<file path="src/sv/chht_pkg.sv">
package chht_pkg;

  // Default sizes of the table
  localparam int MAX_BUCKETS_DEF = 64;
  localparam int CHAIN_DEPTH_DEF = 4;
  localparam int QUEUE_DEPTH     = 2;

  // Field widths
  localparam int LETTER_W     = 5;
  localparam int DIGIT_W      = 4;
  localparam int KEY_W        = 2 * LETTER_W + DIGIT_W;
  localparam int NUM_W        = 32;
  localparam int DESC_W       = 64;
  localparam int SIZE_W       = 7;
  localparam int HASH_W       = 14;
  localparam int STATUS_W     = 3;
  localparam int BUCKET_OUT_W = 6;
  localparam int APB_ADDR_W   = 2;
  localparam int APB_DATA_W   = 32;

  // Remainder unit retires two dividend bits per cycle
  localparam int HASH_STEPS = HASH_W / 2;
  localparam int STEP_W     = $clog2(HASH_STEPS);

  // Key alphabet: the first letter weighs 26 * 10, the second letter 10
  localparam int LETTER_SPAN = 26;
  localparam int DIGIT_SPAN  = 10;

  localparam logic [SIZE_W-1:0]     TABLE_SIZE_RESET = 7'd31;
  localparam logic [APB_ADDR_W-1:0] ADDR_TABLE_SIZE  = 2'd0;

  typedef enum logic {
    OP_INSERT = 1'b0,
    OP_SEARCH = 1'b1
  } op_t;

  typedef enum logic [STATUS_W-1:0] {
    ST_INSERTED  = 3'd0,
    ST_DUPLICATE = 3'd1,
    ST_FULL      = 3'd2,
    ST_FOUND     = 3'd3,
    ST_MISSING   = 3'd4
  } status_t;

  typedef struct packed {
    logic [KEY_W-1:0]         key;
    logic signed [NUM_W-1:0]  number;
    logic [DESC_W-1:0]        desc;
  } entry_t;

  typedef struct packed {
    op_t    op;
    entry_t entry;
  } req_t;

  localparam int ENTRY_W = $bits(entry_t);
  localparam int REQ_W   = $bits(req_t);

  typedef enum logic [1:0] {
    FE_IDLE,
    FE_DIV,
    FE_PUSH
  } fe_state_t;

  typedef enum logic [1:0] {
    BK_IDLE,
    BK_SCAN,
    BK_DONE
  } bk_state_t;

  // 260*first + 10*second + digit, on the raw key bits
  function automatic logic [HASH_W-1:0] hash_of(logic [KEY_W-1:0] key);
    logic [HASH_W-1:0] a;
    logic [HASH_W-1:0] b;
    logic [HASH_W-1:0] d;
    a = HASH_W'(key[KEY_W-1 -: LETTER_W]);
    b = HASH_W'(key[DIGIT_W +: LETTER_W]);
    d = HASH_W'(key[DIGIT_W-1:0]);
    return a * HASH_W'(LETTER_SPAN * DIGIT_SPAN) + b * HASH_W'(DIGIT_SPAN) + d;
  endfunction

  // One restoring step: shift in a dividend bit, subtract the divisor once if it fits
  function automatic logic [SIZE_W-1:0] mod_step(logic [SIZE_W-1:0] rem,
                                                 logic bit_in,
                                                 logic [SIZE_W-1:0] divisor);
    logic [SIZE_W:0] t;
    t = {rem, bit_in};
    if (t >= {1'b0, divisor}) begin
      t = t - {1'b0, divisor};
    end
    return t[SIZE_W-1:0];
  endfunction

endpackage

</file>
<file path="src/sv/chht_front.sv">
module chht_front import chht_pkg::*; #(
  parameter int MAX_BUCKETS = MAX_BUCKETS_DEF,
  localparam int BW = (MAX_BUCKETS > 1) ? $clog2(MAX_BUCKETS) : 1
) (
  input  logic              clk,
  input  logic              rst,
  input  logic              start,
  input  req_t              req_in,
  input  logic [SIZE_W-1:0] table_size,
  input  logic              full,
  output logic              busy,
  output logic              push,
  output req_t              push_req,
  output logic [BW-1:0]     push_bucket
);

  fe_state_t         state;
  fe_state_t         state_next;
  req_t              req;
  logic [HASH_W-1:0] dividend;
  logic [SIZE_W-1:0] divisor;
  logic [SIZE_W-1:0] size_used;
  logic [SIZE_W-1:0] rem;
  logic [SIZE_W-1:0] rem_next;
  logic [STEP_W-1:0] step;
  logic              accept;
  logic              last_step;

  // Clamp the configured size into 1..MAX_BUCKETS
  always_comb begin
    if (table_size == '0) begin
      size_used = SIZE_W'(1);
    end else if (int'(table_size) > MAX_BUCKETS) begin
      size_used = SIZE_W'(MAX_BUCKETS);
    end else begin
      size_used = table_size;
    end
  end

  assign rem_next  = mod_step(mod_step(rem, dividend[HASH_W-1], divisor),
                              dividend[HASH_W-2], divisor);
  assign last_step = (step == STEP_W'(HASH_STEPS - 1));

  always_comb begin
    state_next = state;
    case (state)
      FE_IDLE: begin
        if (start) begin
          state_next = FE_DIV;
        end
      end
      FE_DIV: begin
        if (last_step) begin
          state_next = FE_PUSH;
        end
      end
      FE_PUSH: begin
        if (!full) begin
          state_next = FE_IDLE;
        end
      end
      default: state_next = FE_IDLE;
    endcase
  end

  always_comb begin
    busy   = 1'b1;
    accept = 1'b0;
    push   = 1'b0;
    case (state)
      FE_IDLE: begin
        busy   = 1'b0;
        accept = start;
      end
      FE_DIV:  push = 1'b0;
      FE_PUSH: push = !full;
      default: busy = 1'b1;
    endcase
  end

  assign push_req    = req;
  assign push_bucket = BW'(rem);

  always_ff @(posedge clk) begin
    if (rst) begin
      state <= FE_IDLE;
    end else begin
      state <= state_next;
    end
  end

  always_ff @(posedge clk) begin
    if (accept) begin
      req      <= req_in;
      dividend <= hash_of(req_in.entry.key);
      divisor  <= size_used;
      rem      <= '0;
      step     <= '0;
    end else if (state == FE_DIV) begin
      dividend <= dividend << 2;
      rem      <= rem_next;
      step     <= step + STEP_W'(1);
    end
  end

endmodule

</file>
<file path="config.mk">
export PLATFORM = sky130hd
export DESIGN_NAME = chht_front
export DESIGN_NICKNAME = d
export VERILOG_FILES = /design/src/sv/chht_pkg.sv /design/src/sv/chht_front.sv
export SDC_FILE = /design/constraint.sdc
export NUM_CORES = 1
export LEC_CHECK = 0
export ABC_AREA = 0
export BUFFER_PORTS_ARGS = -buffer_cell sky130_fd_sc_hd__buf_2
export CORE_AREA = 2 2 127 129
export DETAILED_ROUTE_END_ITERATION = 10
export DIE_AREA = 0 0 129 131
export PLACE_DENSITY = 0.75
export SLEW_MARGIN = 20
export SYNTH_ARGS = -nofsm -noshare
export SYNTH_HDL_FRONTEND = slang
export SYNTH_SLANG_ARGS = --single-unit
</file>
<file path="constraint.sdc">
create_clock -name clk -period 3.7 [get_ports clk]
set_input_delay 0.74 -clock clk [delete_from_list [all_inputs] [get_ports clk]]
set_output_delay 0.74 -clock clk [all_outputs]
set_load 0.05 [all_outputs]
</file>
==> results.py <==
metrics = {
    "outcome": {
        "status": "completed",
    },
    "power_and_ir_drop": {
        "netSwitchingFraction_pct": 33.0,
        "clkPwrFrac_pct": 30.8,
        "power_frac_comb_pct": 34.7,
        "p_leak_nw": 3.59,
        "power_mw": 5.91,
        "power_density_nw_per_um2": 708,
        "internal_power_mw": 3.96,
        "p_switching_mw": 1.95,
        "power_frac_seq_pct": 34.5,
        "peakVddDrop_mv": 0.441,
    },
    "clock_tree": {
        "cts_hold_buf": 0,
        "clockRootBuffer": "clkbuf_16",
        "ctsLongestPathBuffers": 2,
        "cts.sinks": 144,
        "numCtsBuffers": 17,
        "clkTransAtPathRegs_ps": 60,
        "clock_latency_ps": 420,
        "cts_tree": "yes",
        "htree_levels": 4,
    },
    "global_routing": {
        "grt_start_max_net_pins": 75,
        "first_global_vias": 4145,
        "grt_pass1_wl_um": 20500,
        "antenna_found_initial": 0,
        "grt_overflow": 0,
        "grtUsageTotal_pct": 16.2,
    },
    "route": {
        "num_vias": 4243,
        "drtIter0Drc": 239,
        "viasPerCell": 4.76,
        "wire_per_inst_um": 16.3,
        "drc": 0,
        "wirelength_um": 14500,
        "firstDrtPassIters": 5,
        "ant_nets": 0,
    },
    "cells_and_area": {
        "post-route-util_pct": 53.6,
        "final_nets": 824,
        "final_cells": 891,
        "area_growth_pct": 37.8,
        "fillerInstances": 1314,
        "n_antenna_cell": 0,
        "stdcell_area_um2": 8360,
        "drive_gt1_share_pct": 46.5,
    },
    "timing": {
        "setup_viol": 0,
        "fmax_mhz": 279,
        "finalHoldViolCount": 0,
        "finalCritPeriodShare_pct": 96.9,
        "min_period_ps": 3590,
        "slew_headroom_pct": 55.0,
        "rsz0062_at_grt": "yes",
        "slew_viol_final": 0,
        "skew_ps": 5.34,
        "whs_ps": 482,
        "worst_pin_slew_ps": 673,
    },
    "yosys": {
        "synth_nets": 558,
        "ys_ff_latch": 144,
        "yosysSeqAreaShare_pct": 69.3,
        "syn_inst": 396,
        "ys_types": 47,
        "yosysTopAreaCell": "edfxtp_1",
        "yosys_warnings": 0,
        "synthFlopType": "edfxtp_1",
        "synth_top_area_share_pct": 65.4,
        "syn_area_per_cell_um2": 15.3,
        "synth-async-reset-ratio_pct": 0,
        "synth_edf_count": 132,
        "synthTopCellsByArea": "edfxtp_1 65%, ha_1 7.0%, dfxtp_1 4.0%, fa_1 2.0%, inv_1 1.8%",
        "syn_area_um2": 6060,
    },
    "floorplan": {
        "die_h_um": 131,
        "coreArea_um2": 15600,
        "rows": 46,
        "dieWidth_um": 129,
        "die_area_um2": 16900,
        "ios": 241,
        "start_util_pct": 38.9,
    },
    "place": {
        "port_buffers": 240,
        "placed_area_um2": 7600,
        "dpl.hpwl_um": 10900,
        "globalplace.congestion": 0.863,
        "place_inst": 856,
    },
    "critical_path": {
        "end_kind": "flip-flop",
        "crit_required_ps": 4000,
        "critPathMaxFanout": 6,
        "critical_path_class": "reg2reg",
        "worstPathArrival_ps": 3890,
        "start_kind": "flip-flop",
    },
    "hold_path": {
        "min_path_type": "in2reg",
    },
    "job": {
        "max-cap-violations": 0,
    },
}
-- flip-flops by register name, indices dropped and copies added (netlist names) --
signal,cells
push_req,111
dividend,14
divisor,7
step,3
state,2
rem,7
-- cells by family (layout without fill, tap and decap cells) --
logic type	Yosys count	in the layout	synth area share, %
flip-flops	144	144	69.3
XOR/XNOR	12	12	1.73
multiplexers	11	11	1.98
adder cells (fa/ha/maj)	40	40	9.00
buffers and inverters	40	319	2.85
AO/OA/AOI/OAI	70	70	8.36
AND/OR/NAND/NOR	79	79	6.77
-- power by group through the flow --
stage / combinational, mW / clock, mW / sequential, mW
after detailed placement: 1.85 / 0 / 2.07
after floorplan: 1.11 / 0 / 2.33
after global routing: 2.23 / 1.92 / 2.05
after global placement: 1.82 / 0 / 2.07
after CTS: 1.88 / 1.86 / 2.04
final: 2.05 / 1.82 / 2.04
-- timing repair --
item | CTS | global route
buffers inserted | 0 | 3
gates resized for setup | 2 | 15
pin swaps | 0 | 7
setup endpoints to repair | 1 | 6
-- final cells by class --
| type | count | area (um2) | share of cell area [%] |
|---|---|---|---|
| Sequential cell | 144 | 4200 | 50.3 |
| Clock inverter | 14 | 201 | 2.41 |
| Tap cell | 216 | 270 | 3.23 |
| Inverter | 29 | 113 | 1.35 |
| Timing Repair Buffer | 258 | 1350 | 16.2 |
| Clock buffer | 18 | 429 | 5.13 |
| Multi-Input combinational cell | 212 | 1790 | 21.4 |
-- critical path: stages, from the launching register on --
cell      delay [ps]
edfxtp_1         380
inv_2            100
ha_4             140
inv_1             50
fa_2             340
a21oi_2          160
o221ai_2         140
a21oi_4          290
mux2i_4          370
ha_4             250
nor2b_1          140
o211ai_1         200
a31oi_1          120
or3_1            310
and4_1           200
or3_1            300
-- cells in the mapped netlist (2+ instances only) --
library cell and instances:
a211oi_1 2, a21o_1 6, a21oi_1 13, a21oi_2 3, a31oi_1 3, and3_1 5
and4_1 2, buf_4 6, clkbuf_1 5, dfxtp_1 12, edfxtp_1 132, fa_1 6
ha_1 34, inv_1 29, mux2_2 4, mux2i_1 6, nand2_1 22, nand2b_1 3
nand3_1 10, nor2_1 11, nor2b_1 12, nor3_1 3, nor3b_1 4, o211ai_1 2
o21a_1 4, o21ai_0 15, o21ai_1 5, o21bai_1 3, o311ai_0 2, o31ai_1 3
or3_1 3, xnor2_1 6, xor2_1 6
-- per-stage QoR --
step | setup slack [ps] | TNS [ps]
final | 114 | 0
after global routing | -80.1 | -109
after CTS | 2.66 | 0
after detailed placement | -52.1 | -52.1
after global placement | 21.1 | 0
after floorplan | 71.7 | 0
-- cell usage in the layout, fill, tap and decap left out, types with 3 or more instances in the layout --
cell	count
a21o_1	6
a21oi_1	13
a31oi_1	3
and3_1	5
buf_2	240
buf_4	16
bufinv_16	4
clkbuf_16	17
clkinvlp_4	3
dfxtp_1	12
edfxtp_1	132
fa_1	5
ha_1	29
ha_4	5
inv_1	27
inv_6	6
mux2_2	3
mux2i_1	3
nand2_1	22
nand2b_1	3
nand3_1	10
nor2_1	11
nor2b_1	12
nor3_1	3
nor3b_1	4
o21a_1	4
o21ai_0	15
o21ai_1	5
o21bai_1	3
o31ai_1	3
or3_1	3
xnor2_1	6
xor2_1	6
-- per-layer routing --
layer  routed length, um  GRT usage [%]  vias to the layer above
met5                   0              0                        -
met4                 257           6.84                        0
met3                 893           4.23                       22
met2                7920           30.1                      175
met1                5420           17.5                     2036
li1                    -              -                     2010
-- worst paths after layout --
check | from | endpoint | slack (ps) | cells after the start
hold reg to reg | rem[6]$_SDFFE_PP0P_ | rem[6]$_SDFFE_PP0P_ | 490 | 2
setup / recovery | dividend[13]$_DFFE_PP_ | rem[5]$_SDFFE_PP0P_ | 110 | 15
setup reg to reg | dividend[13]$_DFFE_PP_ | rem[5]$_SDFFE_PP0P_ | 110 | 15
hold / removal | rst | state[0]$_SDFFE_PP0P_ | 480 | 2
No activity file was read; power rests on OpenSTA's default activity.
