### src/sv/chht_queue.sv
module chht_queue #(
  parameter int WIDTH = 8,
  parameter int DEPTH = 2,
  localparam int AW = (DEPTH > 1) ? $clog2(DEPTH) : 1,
  localparam int CW = $clog2(DEPTH + 1)
) (
  input  logic             clk,
  input  logic             rst,
  input  logic             push,
  input  logic [WIDTH-1:0] push_data,
  input  logic             pop,
  output logic [WIDTH-1:0] head,
  output logic             full,
  output logic             empty
);

  logic [WIDTH-1:0] slots [DEPTH];
  logic [AW-1:0]    wr_ptr;
  logic [AW-1:0]    rd_ptr;
  logic [CW-1:0]    count;

  assign full  = (count == CW'(DEPTH));
  assign empty = (count == '0);
  assign head  = slots[rd_ptr];

  function automatic logic [AW-1:0] wrap_inc(logic [AW-1:0] p);
    return (p == AW'(DEPTH - 1)) ? '0 : p + AW'(1);
  endfunction

  always_ff @(posedge clk) begin
    if (rst) begin
      wr_ptr <= '0;
      rd_ptr <= '0;
      count  <= '0;
    end else begin
      if (push) begin
        wr_ptr <= wrap_inc(wr_ptr);
      end
      if (pop) begin
        rd_ptr <= wrap_inc(rd_ptr);
      end
      if (push && !pop) begin
        count <= count + CW'(1);
      end else if (pop && !push) begin
        count <= count - CW'(1);
      end
    end
  end

  always_ff @(posedge clk) begin
    if (push) begin
      slots[wr_ptr] <= push_data;
    end
  end

  a_no_overflow: assert property (@(posedge clk) disable iff (rst)
    push |-> (!full || pop))
    else $error("queue written while full");

  a_no_underflow: assert property (@(posedge clk) disable iff (rst)
    pop |-> !empty)
    else $error("queue read while empty");

endmodule

### config.mk
export PLATFORM = sky130hd
export DESIGN_NAME = chht_queue
export DESIGN_NICKNAME = d
export VERILOG_FILES = /design/src/sv/chht_queue.sv
export SDC_FILE = /design/constraint.sdc
export NUM_CORES = 1
export LEC_CHECK = 0
export ABC_CLOCK_PERIOD_IN_PS = 1000
export BUFFER_PORTS_ARGS = -buffer_cell sky130_fd_sc_hd__buf_2
export CORE_MARGIN = 2
export CORE_UTILIZATION = 44
export DETAILED_ROUTE_END_ITERATION = 12
export GPL_ROUTABILITY_DRIVEN = 1
export PLACE_DENSITY = 0.72
export SETUP_SLACK_MARGIN = 0.02
export SLEW_MARGIN = 20
export SYNTH_ARGS = -nofsm -noshare
export SYNTH_HDL_FRONTEND = slang
export SYNTH_SLANG_ARGS = --single-unit
### constraint.sdc
create_clock -name clk -period 1 [get_ports clk]
set_input_delay 0.05 -clock clk [delete_from_list [all_inputs] [get_ports clk]]
set_output_delay 0.05 -clock clk [all_outputs]
set_load 0.05 [all_outputs]
==> reports/results.ini, run 1 <==
[run_status]
status = finished with violations
failed_checks = setup timing

[yosys]
synth_top_cell_area_share_pct = 61.34
synth_top_cell_by_area = edfxtp_1
syn-cell-area_um2 = 783.3
syn-num-nets = 60
avgSynthCellArea_um2 = 16.66
yosys-top-cells-area = edfxtp_1 61%, dfxtp_1 13%, mux2_2 12%
ys_ff_latch = 21
synth.distinct_cells = 15
ys_seq_area_share_pct = 74.12
synth_warnings = 0
netlist_instances = 47

[die]
ios = 22
core_um2 = 1708
die_y_um = 46.19
die_x_um = 46.19
dieArea_um2 = 2134
num_rows = 15
start_util_pct = 45.86

[setup_path]
path_class = flop to primary output
arrival_ns = 1.24
start_kind = flop
endpoint_kind = primary output
path_max_fanout = 8
crit_required_ns = 0.95
r2r_slack_ns = 0

[clocking]
cts_buffers = 3
cts_tree = done
clock_latency_ns = 0.28
cts_sinks = 21
cts.clk_slew.worst_paths_ns = 0.10
clockBufferDepth = 2
ctsHtreeMaxLevel = 1
cts-root-buf = clkbuf_4

[timing]
finalSetupTns_ns = -2.303
tightest_slew_ns = 0.1995
hold_viol_final = 0
period_minus_slack_ns = 1.288
slew_violations = 0
fmax_mhz = 776.5
skew_ns = 0.003660
rsz0062_at_grt = yes
setup_ws_ns = -0.2878
setup_violations = 11
relSlewSlack_pct = 86.56
finalCritPeriodShare_pct = 128.8

[finish]
layout-drive-gt1-share_pct = 54.02
syn2layout_area_growth_pct = 61.66
antenna_cells = 0
final_area_um2 = 1266
fin_nets = 101

[grt]
gr-total-overflow = 0
grt_antenna_before_repair = 0
grtUsageTotal_pct = 12.94
grt_pass1_vias = 459
grt_pass1_wl_mm = 1.869
grt_max_degree = 12

[detailed_routing]
drc = 0
drt_pass1_iterations = 2
dr_total_vias = 489
routed_wl_mm = 1.273
wl_per_cell_um = 11.37
vias_per_cell = 4.366
drt_iter0_drc = 9
final_antenna_net_count = 0

[hold_path]
hp-class = primary input to flop

[placed_design]
place_hpwl_um = 797.9
dp_slack_ns = -0.05827
gp_congestion = 0.6363
io_buffer_count = 21
place_area_um2 = 1010

[run]
cap_violations = 0

[power]
cellLeakagePower_nw = 0.5227
p_per_area_nw_per_um2 = 1624
max-vdd-ir-drop_mv = 1.415

==> worst paths after layout <==
path,from,end,cells after the start
worst max-delay path,flop,head[7],3
worst min-delay path,pop,flop,4
worst max register to register,count[0],count[1],3
worst min register to register,rd_ptr,flop,2
==> flip-flops by register name, indices dropped and copies added (netlist names), named ones only <==
| name | cells |
|---|---|
| rd_ptr | 1 |
| wr_ptr | 1 |
| count | 2 |
| slots | 16 |
==> critical path: stages, from the launching register on <==
cell and delay [ns]:
dfxtp_2 0.35, buf_12 0.13, mux2_4 0.32, buf_8 0.15
==> synthesized netlist by cell type (all sizes together) <==
library cell / number
xnor2: 2
and2b: 1
nor2b: 1
mux2: 8
o21ai: 1
and2: 1
buf: 1
or3: 1
ha: 1
xor2: 2
nor2: 5
edfxtp: 16
dfxtp: 5
inv: 1
a21oi: 1
==> logic make-up after synthesis <==
kind of cell / Yosys count / synth area share, %
DFF: 21 / 74.12
and+or+nand+nor: 9 / 5.913
muxes: 8 / 11.50
xor gates and xnor gates: 4 / 4.474
AOI/OAI and AO/OA: 2 / 1.277
buffers and inverters: 2 / 1.117
adders and majority gates: 1 / 1.597
==> through the flow <==
step / cells / util [%] / power, mW / hold WS, ns
floorplan: 47 / - / 1.363 / 0.1191
global placement: 99 / 59.12 / 1.513 / 0.2375
detailed placement: 99 / 59.12 / 1.520 / 0.2407
CTS: 112 / 73.85 / 2.072 / 0.1041
global route: 112 / 74.14 / 2.136 / 0.1240
finish: 112 / 74.14 / 2.056 / 0.1151
==> where the power goes <==
part | internal, mW | switching (mW)
Sequential | 1.01 | 0.0322
Clock | 0.154 | 0.216
Combinational | 0.320 | 0.321
==> placed cells by master, fill, tap and decap left out <==
| cell | instances |
|---|---|
| or3_1 | 1 |
| xor2_1 | 2 |
| buf_8 | 8 |
| nor2_1 | 4 |
| dlygate4sd3_1 | 9 |
| and2b_2 | 1 |
| buf_12 | 3 |
| edfxtp_1 | 16 |
| clkbuf_4 | 3 |
| inv_1 | 1 |
| buf_6 | 3 |
| buf_4 | 3 |
| nor2b_2 | 1 |
| o21ai_0 | 1 |
| dfxtp_1 | 1 |
| dfxtp_2 | 4 |
| ha_1 | 1 |
| nor2_4 | 1 |
| mux2_4 | 8 |
| buf_2 | 11 |
| and2_1 | 1 |
| a21oi_2 | 1 |
| clkbuf_1 | 1 |
| xnor2_1 | 2 |
==> final cells by class <==
class / count / area [um^2]
Tap cell: 25 / 31.28
Timing Repair Buffer: 37 / 381.6
Multi-Input combinational cell: 24 / 237.7
Fill cell: 109 / 441.7
Sequential cell: 21 / 585.6
Clock buffer: 4 / 26.28
Inverter: 1 / 3.754
==> repair_timing <==
item / in CTS / in global routing
setup endpoints to repair: 11 / 19
hold buffers: 9 / 0
setup buffers: 0 / 0
gates cloned: 0 / 0
pin swaps: 1 / 0
resized for setup: 41 / 2
hold endpoints to repair: 21 / 0
==> layer usage <==
metal,track usage (%),up-vias,routed length [um]
met5,0,-,0
met4,5.143,0,18
met3,3.529,2,43
met2,23.06,13,674
met1,14.39,226,536
li1,-,248,-
(Power assumes the default switching activity.)
==> inputs of run 2 (changes only) <==
--- a/config.mk
+++ b/config.mk
@@ -11,6 +11,7 @@
 export CORE_UTILIZATION = 44
 export DETAILED_ROUTE_END_ITERATION = 12
 export GPL_ROUTABILITY_DRIVEN = 1
+export GPL_TIMING_DRIVEN = 0
 export PLACE_DENSITY = 0.72
 export SETUP_SLACK_MARGIN = 0.02
 export SLEW_MARGIN = 20
==> reports/results.ini, run 2 (synthesized netlist as in run 1, its figures left out) <==
[die]
dieArea_um2 = 2134  ; unchanged
num_rows = 15  ; unchanged
die_x_um = 46.19  ; unchanged
core_um2 = 1708  ; unchanged
ios = 22  ; unchanged
die_y_um = 46.19  ; unchanged
start_util_pct = 45.86  ; unchanged

[clocking]
clockBufferDepth = 2  ; unchanged
ctsHtreeMaxLevel = 1  ; unchanged
clock_latency_ns = 0.29  ; about the same
cts_tree = done
cts-root-buf = clkbuf_4
cts_sinks = 21  ; unchanged
cts_buffers = 3  ; unchanged
cts.clk_slew.worst_paths_ns = 0.11  ; about the same

[finish]
regMostFlops = slots
syn2layout_area_growth_pct = 52.88
fin_nets = 96  ; -5.0%
layout.cells.non_filler = 107  ; -4.5%
final_common_cell = edfxtp_1
final_cell_mix = 16 x edfxtp_1, 11 x buf_2, 9 x buf_8, 9 x dlygate4sd3_1, 8 x mux2_4
largest_register_ffs = 16  ; unchanged
nFillCells = 113  ; +3.7%
antenna_cells = 0  ; unchanged
multi_input_area_um2 = 240.2  ; +1.1%
layout-drive-gt1-share_pct = 52.44  ; -1.6 points
final_area_um2 = 1197  ; -5.4%
largestRegisters = slots x16, count x2
regArea_um2 = 585.6  ; unchanged

[detailed_routing]
drt_iter0_drc = 4  ; -5
routed_wl_mm = 1.303  ; +2.4%
vias_per_cell = 4.636  ; +6.2%
final_antenna_net_count = 0  ; unchanged
wl_per_cell_um = 12.18  ; +7.1%
dr_total_vias = 496  ; +1.4%
drt_pass1_iterations = 4  ; +2
drc = 0  ; unchanged

[hold_path]
min_path_cells = 3  ; -1
hp-class = primary input to flop

[setup_path]
crit_required_ns = 0.95  ; about the same
path_class = flop to primary output
path_max_fanout = 8  ; unchanged
start_kind = flop
worst_r2r_path_depth = 3  ; unchanged
arrival_ns = 1.25  ; about the same
endpoint_kind = primary output

[placed_design]
gp_congestion = 0.6419  ; +0.88%
io_buffer_count = 21  ; unchanged
place_area_um2 = 924.6  ; -8.4%
place_hpwl_um = 783  ; -1.9%
placed_cells = 93  ; -6.1%

[power]
p_total_mw = 2.024  ; -1.5%
max-vdd-ir-drop_mv = 0.9679  ; -32%
cellLeakagePower_nw = 0.4927  ; -5.7%
p_per_area_nw_per_um2 = 1691  ; +4.1%

[timing]
fmax_mhz = 770.1  ; -0.82%
slew_violations = 0  ; unchanged
relSlewSlack_pct = 84.12  ; -2.4 points
tightest_slew_ns = 0.2376  ; +0.03818 ns
rsz0062_at_grt = yes
setup_violations = 10  ; -1
setup_ws_ns = -0.2985  ; -0.01066 ns
hold_viol_final = 0  ; unchanged
skew_ns = 0.0002933  ; -0.003367 ns
finalCritPeriodShare_pct = 129.9  ; +1.1 points
period_minus_slack_ns = 1.299  ; +0.01066 ns

[grt]
grt_antenna_before_repair = 0  ; unchanged
grt_pass1_vias = 501  ; +9.2%
grtUsageTotal_pct = 13.78  ; +0.84 points
grt_pass1_wl_mm = 1.994  ; +6.7%
gr-total-overflow = 0  ; unchanged
grt_max_degree = 12  ; unchanged

[run_status]
failed_checks = setup timing
status = finished with violations

[run]
cap_violations = 0  ; unchanged

## run 2: path summary, 6_finish.rpt
check	from	to	slack (ns)
max	flop	head[3]	-0.30
max reg2reg	count[0]	count[1]	-0.03
min reg2reg	rd_ptr	rd_ptr	0.54
min	pop	rd_ptr	0.04
## run 2: cell type report
cell class / count / area share (%)
sequential: 21 / 48.90
multi-input combinational: 24 / 20.06
tap: 25 / 2.612
inverter: 1 / 0.3135
timing repair buffer: 31 / 24.66
buffer: 1 / 1.254
clock buffer: 4 / 2.194
## run 2: worst max-delay path: stages (launching register included)
cell	delay, ns
dfxtp_2	0.35
buf_8	0.14
mux2_4	0.31
buf_8	0.15
## run 2: power breakdown
group	internal, mW	total [mW]	switching [mW]
sequential	1.01	1.04	0.0327
combinational	0.280	0.592	0.312
clock	0.155	0.388	0.233
total	1.45	2.02	0.577
## run 2: through the flow
step / setup WS [ns] / setup TNS [ns] / util, % / hold slack, ns
6_report: -0.2985 / -2.497 / 70.11 / 0.04008
5_1_grt: -0.3516 / -2.993 / 70.11 / 0.06388
4_1_cts: -0.3185 / -2.663 / 70.04 / 0.04391
3_5_place_dp: -0.1296 / -2.271 / 54.14 / 0.2418
3_3_place_gp: -0.1147 / -1.984 / 54.14 / 0.2384
2_1_floorplan: 0.02452 / 0 / - / 0.1191
## run 2: per-layer routing
| layer | vias up | part of all wire (%) | GRT usage (%) |
|---|---|---|---|
| met4 | 0 | 2.9 | 6.857 |
| met1 | 237 | 37 | 15.23 |
| met2 | 17 | 55 | 25.00 |
| met3 | 4 | 4.9 | 2.353 |
| met5 | - | 0 | 0 |
| li1 | 238 | - | - |
## run 2: timing repair
| action | 4_1_cts | 5_1_grt |
|---|---|---|
| endpoints found under the hold margin | 21 | 0 |
| resized for setup | 46 | 1 |
| endpoints found under the setup margin | 27 | 19 |
| setup buffers | 1 | 0 |
| hold buffers | 9 | 0 |
| pin swaps | 1 | 0 |
